## src/hdl/cscd_pkg.sv

```systemverilog
// ----------------------------------------------------------------------------
// cscd_pkg
// Shared types and constants of the CAN signal decoder with change detection.
// ----------------------------------------------------------------------------
`default_nettype none

package cscd_pkg;

    // Frame identifiers; only an exact match of the whole word decodes
    localparam logic [31:0] ID_SWITCH  = 32'h0000_0300;
    localparam logic [31:0] ID_GEAR    = 32'h0000_0301;
    localparam logic [31:0] ID_SPEED   = 32'h0000_0400;
    localparam logic [31:0] ID_WARNING = 32'h0000_0401;
    localparam logic [31:0] ID_VEHICLE = 32'h0000_0500;
    localparam logic [31:0] ID_ENGINE  = 32'h0000_0501;

    // Minimum length codes per frame
    localparam logic [3:0] DLC_SWITCH  = 4'd2;
    localparam logic [3:0] DLC_GEAR    = 4'd1;
    localparam logic [3:0] DLC_SPEED   = 4'd4;
    localparam logic [3:0] DLC_WARNING = 4'd2;
    localparam logic [3:0] DLC_VEHICLE = 4'd6;
    localparam logic [3:0] DLC_ENGINE  = 4'd3;

    // Event kinds
    localparam logic [3:0] KIND_SWITCH  = 4'd0;
    localparam logic [3:0] KIND_GEAR    = 4'd1;
    localparam logic [3:0] KIND_SPEED   = 4'd2;
    localparam logic [3:0] KIND_RPM     = 4'd3;
    localparam logic [3:0] KIND_WARNING = 4'd4;
    localparam logic [3:0] KIND_ABS     = 4'd5;
    localparam logic [3:0] KIND_TCS     = 4'd6;
    localparam logic [3:0] KIND_TEMP    = 4'd7;
    localparam logic [3:0] KIND_OIL     = 4'd8;
    localparam logic [3:0] KIND_FUEL    = 4'd9;

    // Divide by ten: x * 52429 >> 19 is exact for every 16-bit x
    localparam logic [15:0] DIV10_RECIP = 16'd52429;
    localparam int          DIV10_SHIFT = 19;

    localparam int SPEED_W  = 13;
    localparam int MAX_EVTS = 3;

    typedef struct packed {
        logic [31:0]      can_id;
        logic [3:0]       dlc;
        logic [5:0][7:0]  data;
        logic [SPEED_W-1:0] speed;   // (byte0 << 8 | byte1) / 10
    } t_frame;

    typedef struct packed {
        logic [3:0]  kind;
        logic [15:0] value;
    } t_event;

    typedef struct packed {
        logic [1:0]             cnt;
        t_event [MAX_EVTS-1:0]  evts;
    } t_bundle;

endpackage

`default_nettype wire

```

## src/hdl/cscd_in_stage.sv

```systemverilog
// ----------------------------------------------------------------------------
// cscd_in_stage
// Input register: captures one frame and its speed quotient.
// ----------------------------------------------------------------------------
`default_nettype none

module cscd_in_stage
    import cscd_pkg::*;
(
    input  wire logic        i_clk,
    input  wire logic        i_rst_n,
    input  wire logic        i_valid,
    output logic             o_ready,
    input  wire logic [31:0] i_can_id,
    input  wire logic [3:0]  i_dlc,
    input  wire logic [5:0][7:0] i_data,
    input  wire logic        i_take,
    output logic             o_frame_vld,
    output t_frame           o_frame
);

    logic        r_vld;
    t_frame      r_frame;
    logic [31:0] w_prod;

    // Reciprocal multiply in place of a divider
    assign w_prod  = {i_data[0], i_data[1]} * DIV10_RECIP;
    assign o_ready = !r_vld || i_take;

    always_ff @(posedge i_clk) begin
        if (!i_rst_n) begin
            r_vld <= 1'b0;
        end else if (o_ready) begin
            r_vld <= i_valid;
        end
    end

    always_ff @(posedge i_clk) begin
        if (o_ready && i_valid) begin
            r_frame.can_id <= i_can_id;
            r_frame.dlc    <= i_dlc;
            r_frame.data   <= i_data;
            r_frame.speed  <= w_prod[DIV10_SHIFT +: SPEED_W];
        end
    end

    assign o_frame_vld = r_vld;
    assign o_frame     = r_frame;

endmodule

`default_nettype wire

```

## src/hdl/cscd_decode.sv

```systemverilog
// ----------------------------------------------------------------------------
// cscd_decode
// Signal store, change compare and event compaction for one frame.
// ----------------------------------------------------------------------------
`default_nettype none

module cscd_decode
    import cscd_pkg::*;
(
    input  wire logic    i_clk,
    input  wire logic    i_rst_n,
    input  wire t_frame  i_frame,
    input  wire logic    i_fire,
    output t_bundle      o_bundle
);

    logic [15:0]        r_switch, n_switch;
    logic [7:0]         r_gear, n_gear;
    logic [SPEED_W-1:0] r_speed, n_speed;
    logic [15:0]        r_rpm, n_rpm;
    logic [15:0]        r_warn, n_warn;
    logic               r_abs, n_abs;
    logic               r_tcs, n_tcs;
    logic [7:0]         r_temp, n_temp;
    logic [7:0]         r_oil, n_oil;
    logic [7:0]         r_fuel, n_fuel;

    t_event [MAX_EVTS-1:0] w_cand;
    logic   [MAX_EVTS-1:0] w_chg;
    logic   [5:0][7:0]     b;

    assign b = i_frame.data;

    // Decode the frame into new store values and up to three candidates
    always_comb begin
        n_switch = r_switch;
        n_gear   = r_gear;
        n_speed  = r_speed;
        n_rpm    = r_rpm;
        n_warn   = r_warn;
        n_abs    = r_abs;
        n_tcs    = r_tcs;
        n_temp   = r_temp;
        n_oil    = r_oil;
        n_fuel   = r_fuel;
        w_cand   = '0;
        w_chg    = '0;
        unique case (i_frame.can_id)
            ID_SWITCH: begin
                if (i_frame.dlc >= DLC_SWITCH) begin
                    n_switch  = {b[1], b[0]};
                    w_cand[0] = '{KIND_SWITCH, n_switch};
                    w_chg[0]  = n_switch != r_switch;
                end
            end
            ID_GEAR: begin
                if (i_frame.dlc >= DLC_GEAR) begin
                    n_gear    = b[0];
                    w_cand[0] = '{KIND_GEAR, {8'd0, n_gear}};
                    w_chg[0]  = n_gear != r_gear;
                end
            end
            ID_SPEED: begin
                if (i_frame.dlc >= DLC_SPEED) begin
                    n_speed   = i_frame.speed;
                    n_rpm     = {b[2], b[3]};
                    w_cand[0] = '{KIND_SPEED, {3'd0, n_speed}};
                    w_chg[0]  = n_speed != r_speed;
                    w_cand[1] = '{KIND_RPM, n_rpm};
                    w_chg[1]  = n_rpm != r_rpm;
                end
            end
            ID_WARNING: begin
                if (i_frame.dlc >= DLC_WARNING) begin
                    n_warn    = {b[1], b[0]};
                    w_cand[0] = '{KIND_WARNING, n_warn};
                    w_chg[0]  = n_warn != r_warn;
                end
            end
            ID_VEHICLE: begin
                if (i_frame.dlc >= DLC_VEHICLE) begin
                    n_gear    = b[4];
                    n_abs     = b[5][0];
                    n_tcs     = b[5][1];
                    w_cand[0] = '{KIND_GEAR, {8'd0, n_gear}};
                    w_chg[0]  = n_gear != r_gear;
                    w_cand[1] = '{KIND_ABS, {15'd0, n_abs}};
                    w_chg[1]  = n_abs != r_abs;
                    w_cand[2] = '{KIND_TCS, {15'd0, n_tcs}};
                    w_chg[2]  = n_tcs != r_tcs;
                end
            end
            ID_ENGINE: begin
                if (i_frame.dlc >= DLC_ENGINE) begin
                    n_temp    = b[0];
                    n_oil     = b[1];
                    n_fuel    = b[2];
                    w_cand[0] = '{KIND_TEMP, {8'd0, n_temp}};
                    w_chg[0]  = n_temp != r_temp;
                    w_cand[1] = '{KIND_OIL, {8'd0, n_oil}};
                    w_chg[1]  = n_oil != r_oil;
                    w_cand[2] = '{KIND_FUEL, {8'd0, n_fuel}};
                    w_chg[2]  = n_fuel != r_fuel;
                end
            end
            default: begin
            end
        endcase
    end

    // Pack the changed candidates to the front, keeping their order
    always_comb begin
        logic [1:0] n;
        n        = 2'd0;
        o_bundle = '0;
        for (int i = 0; i < MAX_EVTS; i++) begin
            if (w_chg[i]) begin
                o_bundle.evts[n] = w_cand[i];
                n = n + 2'd1;
            end
        end
        o_bundle.cnt = n;
    end

    always_ff @(posedge i_clk) begin
        if (!i_rst_n) begin
            r_switch <= '0;
            r_gear   <= '0;
            r_speed  <= '0;
            r_rpm    <= '0;
            r_warn   <= '0;
            r_abs    <= 1'b0;
            r_tcs    <= 1'b0;
            r_temp   <= '0;
            r_oil    <= '0;
            r_fuel   <= '0;
        end else if (i_fire) begin
            r_switch <= n_switch;
            r_gear   <= n_gear;
            r_speed  <= n_speed;
            r_rpm    <= n_rpm;
            r_warn   <= n_warn;
            r_abs    <= n_abs;
            r_tcs    <= n_tcs;
            r_temp   <= n_temp;
            r_oil    <= n_oil;
            r_fuel   <= n_fuel;
        end
    end

endmodule

`default_nettype wire

```

## src/hdl/cscd_out_queue.sv

```systemverilog
// ----------------------------------------------------------------------------
// cscd_out_queue
// Holds the events of one frame and hands them out one beat at a time.
// ----------------------------------------------------------------------------
`default_nettype none

module cscd_out_queue
    import cscd_pkg::*;
(
    input  wire logic    i_clk,
    input  wire logic    i_rst_n,
    input  wire logic    i_load,
    input  wire t_bundle i_bundle,
    output logic         o_free,
    output logic         o_valid,
    input  wire logic    i_ready,
    output t_event       o_event,
    output logic         o_last
);

    logic [1:0]            r_cnt;
    t_event [MAX_EVTS-1:0] r_evts;
    logic                  w_pop;

    assign o_valid = r_cnt != 2'd0;
    assign w_pop   = o_valid && i_ready;
    assign o_free  = (r_cnt == 2'd0) || (r_cnt == 2'd1 && w_pop);
    assign o_event = r_evts[0];
    assign o_last  = r_cnt == 2'd1;

    always_ff @(posedge i_clk) begin
        if (!i_rst_n) begin
            r_cnt <= 2'd0;
        end else if (i_load) begin
            r_cnt <= i_bundle.cnt;
        end else if (w_pop) begin
            r_cnt <= r_cnt - 2'd1;
        end
    end

    // Advance the remaining events towards the head on each beat
    always_ff @(posedge i_clk) begin
        if (i_load) begin
            r_evts <= i_bundle.evts;
        end else if (w_pop) begin
            r_evts[0] <= r_evts[1];
            r_evts[1] <= r_evts[2];
        end
    end

endmodule

`default_nettype wire

```

## src/hdl/can_signal_decoder_change_detect_unit.sv

```systemverilog
// ----------------------------------------------------------------------------
// can_signal_decoder_change_detect_unit
// Decodes dashboard CAN frames and emits one event per changed signal.
// ----------------------------------------------------------------------------
//
//  Channel  Direction  Handshake           Beat
//  frame    in         i_valid / o_ready   id, length code, data bytes 0..5
//  event    out        o_valid / i_ready   kind, value, last-of-frame flag
//
//  A frame is captured in the input register with its speed word divided
//  by ten; the compare and store update then loads its events into the
//  output queue, which drains one per cycle while i_ready is high, one to
//  three events a frame, none when nothing changed. Reset clears the signal
//  store and empties both stages. A stall on the event side holds the queue,
//  and the input register then holds its frame until the queue frees.
//
`default_nettype none

module can_signal_decoder_change_detect_unit
    import cscd_pkg::*;
(
    input  wire logic        i_clk,
    input  wire logic        i_rst_n,
    input  wire logic        i_valid,
    output logic             o_ready,
    input  wire logic [31:0] i_can_id,
    input  wire logic [3:0]  i_dlc,
    input  wire logic [7:0]  i_data_byte0,
    input  wire logic [7:0]  i_data_byte1,
    input  wire logic [7:0]  i_data_byte2,
    input  wire logic [7:0]  i_data_byte3,
    input  wire logic [7:0]  i_data_byte4,
    input  wire logic [7:0]  i_data_byte5,
    output logic             o_valid,
    input  wire logic        i_ready,
    output logic [3:0]       o_signal_kind,
    output logic [15:0]      o_signal_value,
    output logic             o_last_of_frame
);

    logic            w_frame_vld;
    t_frame          w_frame;
    t_bundle         w_bundle;
    logic            w_free;
    logic            w_fire;
    t_event          w_event;
    logic [5:0][7:0] w_data;

    assign w_data = {i_data_byte5, i_data_byte4, i_data_byte3,
                     i_data_byte2, i_data_byte1, i_data_byte0};

    // Advance a frame into decode only when the queue can take its events
    assign w_fire = w_frame_vld && w_free;

    cscd_in_stage u_in (
        .i_clk       (i_clk),
        .i_rst_n     (i_rst_n),
        .i_valid     (i_valid),
        .o_ready     (o_ready),
        .i_can_id    (i_can_id),
        .i_dlc       (i_dlc),
        .i_data      (w_data),
        .i_take      (w_fire),
        .o_frame_vld (w_frame_vld),
        .o_frame     (w_frame)
    );

    cscd_decode u_dec (
        .i_clk    (i_clk),
        .i_rst_n  (i_rst_n),
        .i_frame  (w_frame),
        .i_fire   (w_fire),
        .o_bundle (w_bundle)
    );

    cscd_out_queue u_oq (
        .i_clk    (i_clk),
        .i_rst_n  (i_rst_n),
        .i_load   (w_fire),
        .i_bundle (w_bundle),
        .o_free   (w_free),
        .o_valid  (o_valid),
        .i_ready  (i_ready),
        .o_event  (w_event),
        .o_last   (o_last_of_frame)
    );

    assign o_signal_kind  = w_event.kind;
    assign o_signal_value = w_event.value;

endmodule

`default_nettype wire

```

## config.mk

```make
export PLATFORM = sky130hd
export DESIGN_NAME = can_signal_decoder_change_detect_unit
export DESIGN_NICKNAME = d
export VERILOG_FILES = /design/src/hdl/cscd_pkg.sv /design/src/hdl/cscd_in_stage.sv /design/src/hdl/cscd_decode.sv /design/src/hdl/cscd_out_queue.sv /design/src/hdl/can_signal_decoder_change_detect_unit.sv
export SDC_FILE = /design/constraint.sdc
export NUM_CORES = 1
export LEC_CHECK = 0
export BUFFER_PORTS_ARGS = -buffer_cell sky130_fd_sc_hd__buf_2
export CAP_MARGIN = 10
export CORE_MARGIN = 8
export CORE_UTILIZATION = 40
export DETAILED_ROUTE_END_ITERATION = 10
export MAX_ROUTING_LAYER = met4
export SYNTH_ARGS = -nofsm -noshare
export SYNTH_HDL_FRONTEND = slang
export SYNTH_SLANG_ARGS = --single-unit
export TNS_END_PERCENT = 10
```

## constraint.sdc

```tcl
create_clock -name i_clk -period 6.5 [get_ports i_clk]
set_input_delay 0.325 -clock i_clk [delete_from_list [all_inputs] [get_ports i_clk]]
set_output_delay 0.325 -clock i_clk [all_outputs]
set_load 0.02 [all_outputs]
```

==> results.tsv <==
metric	value	unit
status	finished clean	
maxCapViolations	0	
dp_hpwl	30100	µm
synth_commonest_cells	215 x nand2_1, 162 x inv_1, 141 x edfxtp_1, 136 x ha_1, 98 x dfxtp_1	
hold_start	i_valid	
vias	11149	
cts_tree	built	
critPathKind	input pin to flip-flop	
min_to	u_in.o_frame_vld	
ys_seq_elements	239	
multiInputGateArea	8490	µm²
syn-num-nets	1806	
wl	40800	µm
crit_slowest_cell	fa_1	
ant_nets	0	
cts_sinks	239	
synth_area_leaders	edfxtp_1 27%, dfxtp_1 12%, ha_1 11%, fa_1 10%, nand2_1 5.1%	
synth-simple-area-share	0.130	
synthArstFlopShare	0	
fillerInstances	3716	
crit_family	adder cells	
drc	0	
dr_wl_met3	2150	µm
reg2regPathDepth	12	
wl_met1	17900	µm
post-cts-setup-buffers	0	
cts_resized	0	
grt_antenna_before_repair	0	
gp_congestion	0.934	
regToRegEndpoint	u_oq.o_event[12]	
fp-row-count	72	
ys_types	83	
wl_met2	19600	µm
finalClockSkew	0.0196	ns
yosys.area.top_type	edfxtp_1	
dp.cells	2046	
synth_fa_ha_area_frac	0.209	
overflow	0	
initial_core_util	0.406	
yosysSeqAreaShare	0.394	
seq_area	6200	µm²
finalSetupTns	0	ns
grt_usage	0.179	
numCtsBuffers	27	
start_kind	input pin	
highest_layer	met4	
core	38700	µm²
irDropWorstVdd	0.242	mV
clockBufferDepth	3	
die_area	45900	µm²
nNetsFinal	1923	
numPortBuffers	104	
clk_latency	0.55	ns
end_kind	flip-flop	
drive_above_1_share	0.118	
syn_inst	1503	
crit_chain	buf_2, ha_1, xor2_1, ha_1, fa_1, inv_1, fa_1, inv_1, fa_1, inv_1, fa_1, inv_1, ha_1, a211oi_1, o211ai_1, a311o_1, or3_1, o21ai_1, o21bai_1, a221o_1, xnor2_1	
grt_pass1_wl	64300	µm
power_density	339	nW/µm²
leakagePower	0.00729	µW
reg2reg_slack	1.26	ns
stdcell_count	2159	
synth_edf_count	141	
synth_ff_type	edfxtp_1	
whs	0.0513	ns
rr_startpoint	u_in.o_frame[80]	
relSlewSlack	0.274	
final_area	18100	µm²
syn_to_final_growth	15.0	%
slowest_delay	0.52	ns
arrival	5.87	ns
whs_path_depth	3	
synth_area	15700	µm²
synth.most_common_cell	nand2_1	
placed_area	16600	µm²
drt_first_iter_violations	688	
die_w	214	µm
dr.pass1.iters	6	
period_minus_slack	5.59	ns
critPathRequiredTime	6.78	ns
yosys_warnings	0	
synthMuxAreaShare	0.00955	
worst-path-buf-inv	5	
avgRoutedWirePerCell	18.9	µm
routed_via_density	5.16	
fmax	179	MHz
antenna_cells	0	
clkTransAtPathRegs	0.06	ns
ctsHoldBuffers	62	
final-max-slew-violation-count	0	
cts_root_buf	clkbuf_16	
synth-xor-area-share	0.0669	
hold_viol	0	
min_period_over_period	0.860	
syn_area_per_cell	10.5	µm²
grt_pass1_vias	11470	
synth_top_area_frac	0.269	
grt_max_degree	99	
synth_compound_area_frac	0.123	
path_max_fanout	7	
worst_slew_pin_slew	1.09	ns
io_pins	111	
die_h	214	µm
htree_levels	1	
rsz0062_at_grt	no	
synth_top_family_by_area	adder cells	
hold_path.class	input pin to flip-flop	
setup_violations	0	
-- registers in the layout, indices dropped and copies added (netlist names) --
register	cells
u_dec.r_switch	16
u_dec.r_temp	8
u_oq.r_evts	30
u_oq.r_cnt	2
u_dec.r_tcs	1
u_dec.r_rpm	16
u_dec.r_gear	8
u_dec.r_oil	8
u_in.o_frame_vld	1
u_dec.r_speed	13
u_in.o_frame	91
u_oq.o_event	20
u_dec.r_fuel	8
u_dec.r_warn	16
u_dec.r_abs	1
-- metrics by stage --
step	util	power [µW]	worst slack (ns)
2_1_floorplan	-	3940	0.926
3_3_place_gp	0.428	4560	0.392
3_5_place_dp	0.428	4620	0.314
4_1_cts	0.466	6190	0.885
5_1_grt	0.467	6610	0.684
6_report	0.467	6130	0.909
-- metal layers --
metal,vias up,global-route usage
met2,266,0.295
li1,5400,-
met1,5413,0.225
met4,0,0.0558
met3,70,0.0279
met5,-,-
-- where the power goes --
| part | switching [µW] | internal, µW |
|---|---|---|
| sequential | 145 | 1870 |
| combinational | 1450 | 1160 |
| clock | 613 | 902 |
| total | 2210 | 3920 |
-- worst register-to-register path, cell delays in order (launching register included) --
cell	delay, ns
edfxtp_1	0.37
nor4_1	0.36
nand3_1	0.62
or2_0	0.68
nor4b_2	0.82
o21ai_4	0.24
nand2_1	0.20
inv_1	0.08
ha_1	0.26
nand3_1	0.17
nand2_1	0.45
a211oi_1	0.68
a221o_1	0.18
-- layout by cell type, fill, tap and decap left out, drive strengths merged, types with 4 or more instances in the layout --
master / count
a211oi: 7
a21boi: 88
a21oi: 35
a221o: 9
a222oi: 9
a22oi: 20
and2: 24
and3: 14
buf: 118
clkbuf: 46
dfxtp: 98
dlygate4sd3: 62
edfxtp: 141
fa: 79
ha: 136
inv: 164
mux2i: 15
nand2: 215
nand2b: 7
nand3: 19
nand4: 23
nor2: 32
nor2b: 9
nor3: 14
nor4: 22
nor4b: 4
o211a: 8
o211ai: 7
o21ai: 19
o41ai: 7
or2: 5
or3: 13
xnor2: 82
xor2: 38
-- cell type report --
cell class | instances | area share
Sequential cell | 239 | 0.343
Tap cell | 518 | 0.0359
Clock inverter | 4 | 0.00284
Multi-Input combinational cell | 1009 | 0.470
Clock buffer | 46 | 0.0458
Inverter | 163 | 0.0338
Timing Repair Buffer | 180 | 0.0693
-- how the worst max path moves through the flow --
stage	slack, ns	cells past startpoint	to	from
final	0.91	21	u_in.o_frame[12]	i_data_byte1[5]
after global placement	0.39	21	u_in.o_frame[12]	i_data_byte1[5]
after global routing	0.68	21	u_in.o_frame[12]	i_data_byte1[4]
after detailed placement	0.31	21	u_in.o_frame[12]	i_data_byte1[5]
after floorplan	0.93	20	u_in.o_frame[12]	i_data_byte1[4]
after CTS	0.89	21	u_in.o_frame[12]	i_data_byte1[5]
-- cells by family after synthesis --
| family | count (synthesis) |
|---|---|
| simple gates | 411 |
| xor+xnor | 120 |
| flops | 239 |
| mux | 15 |
| buf+inv | 255 |
| compound gates | 248 |
| fa+ha+maj | 215 |
(Power assumes the default switching activity.)
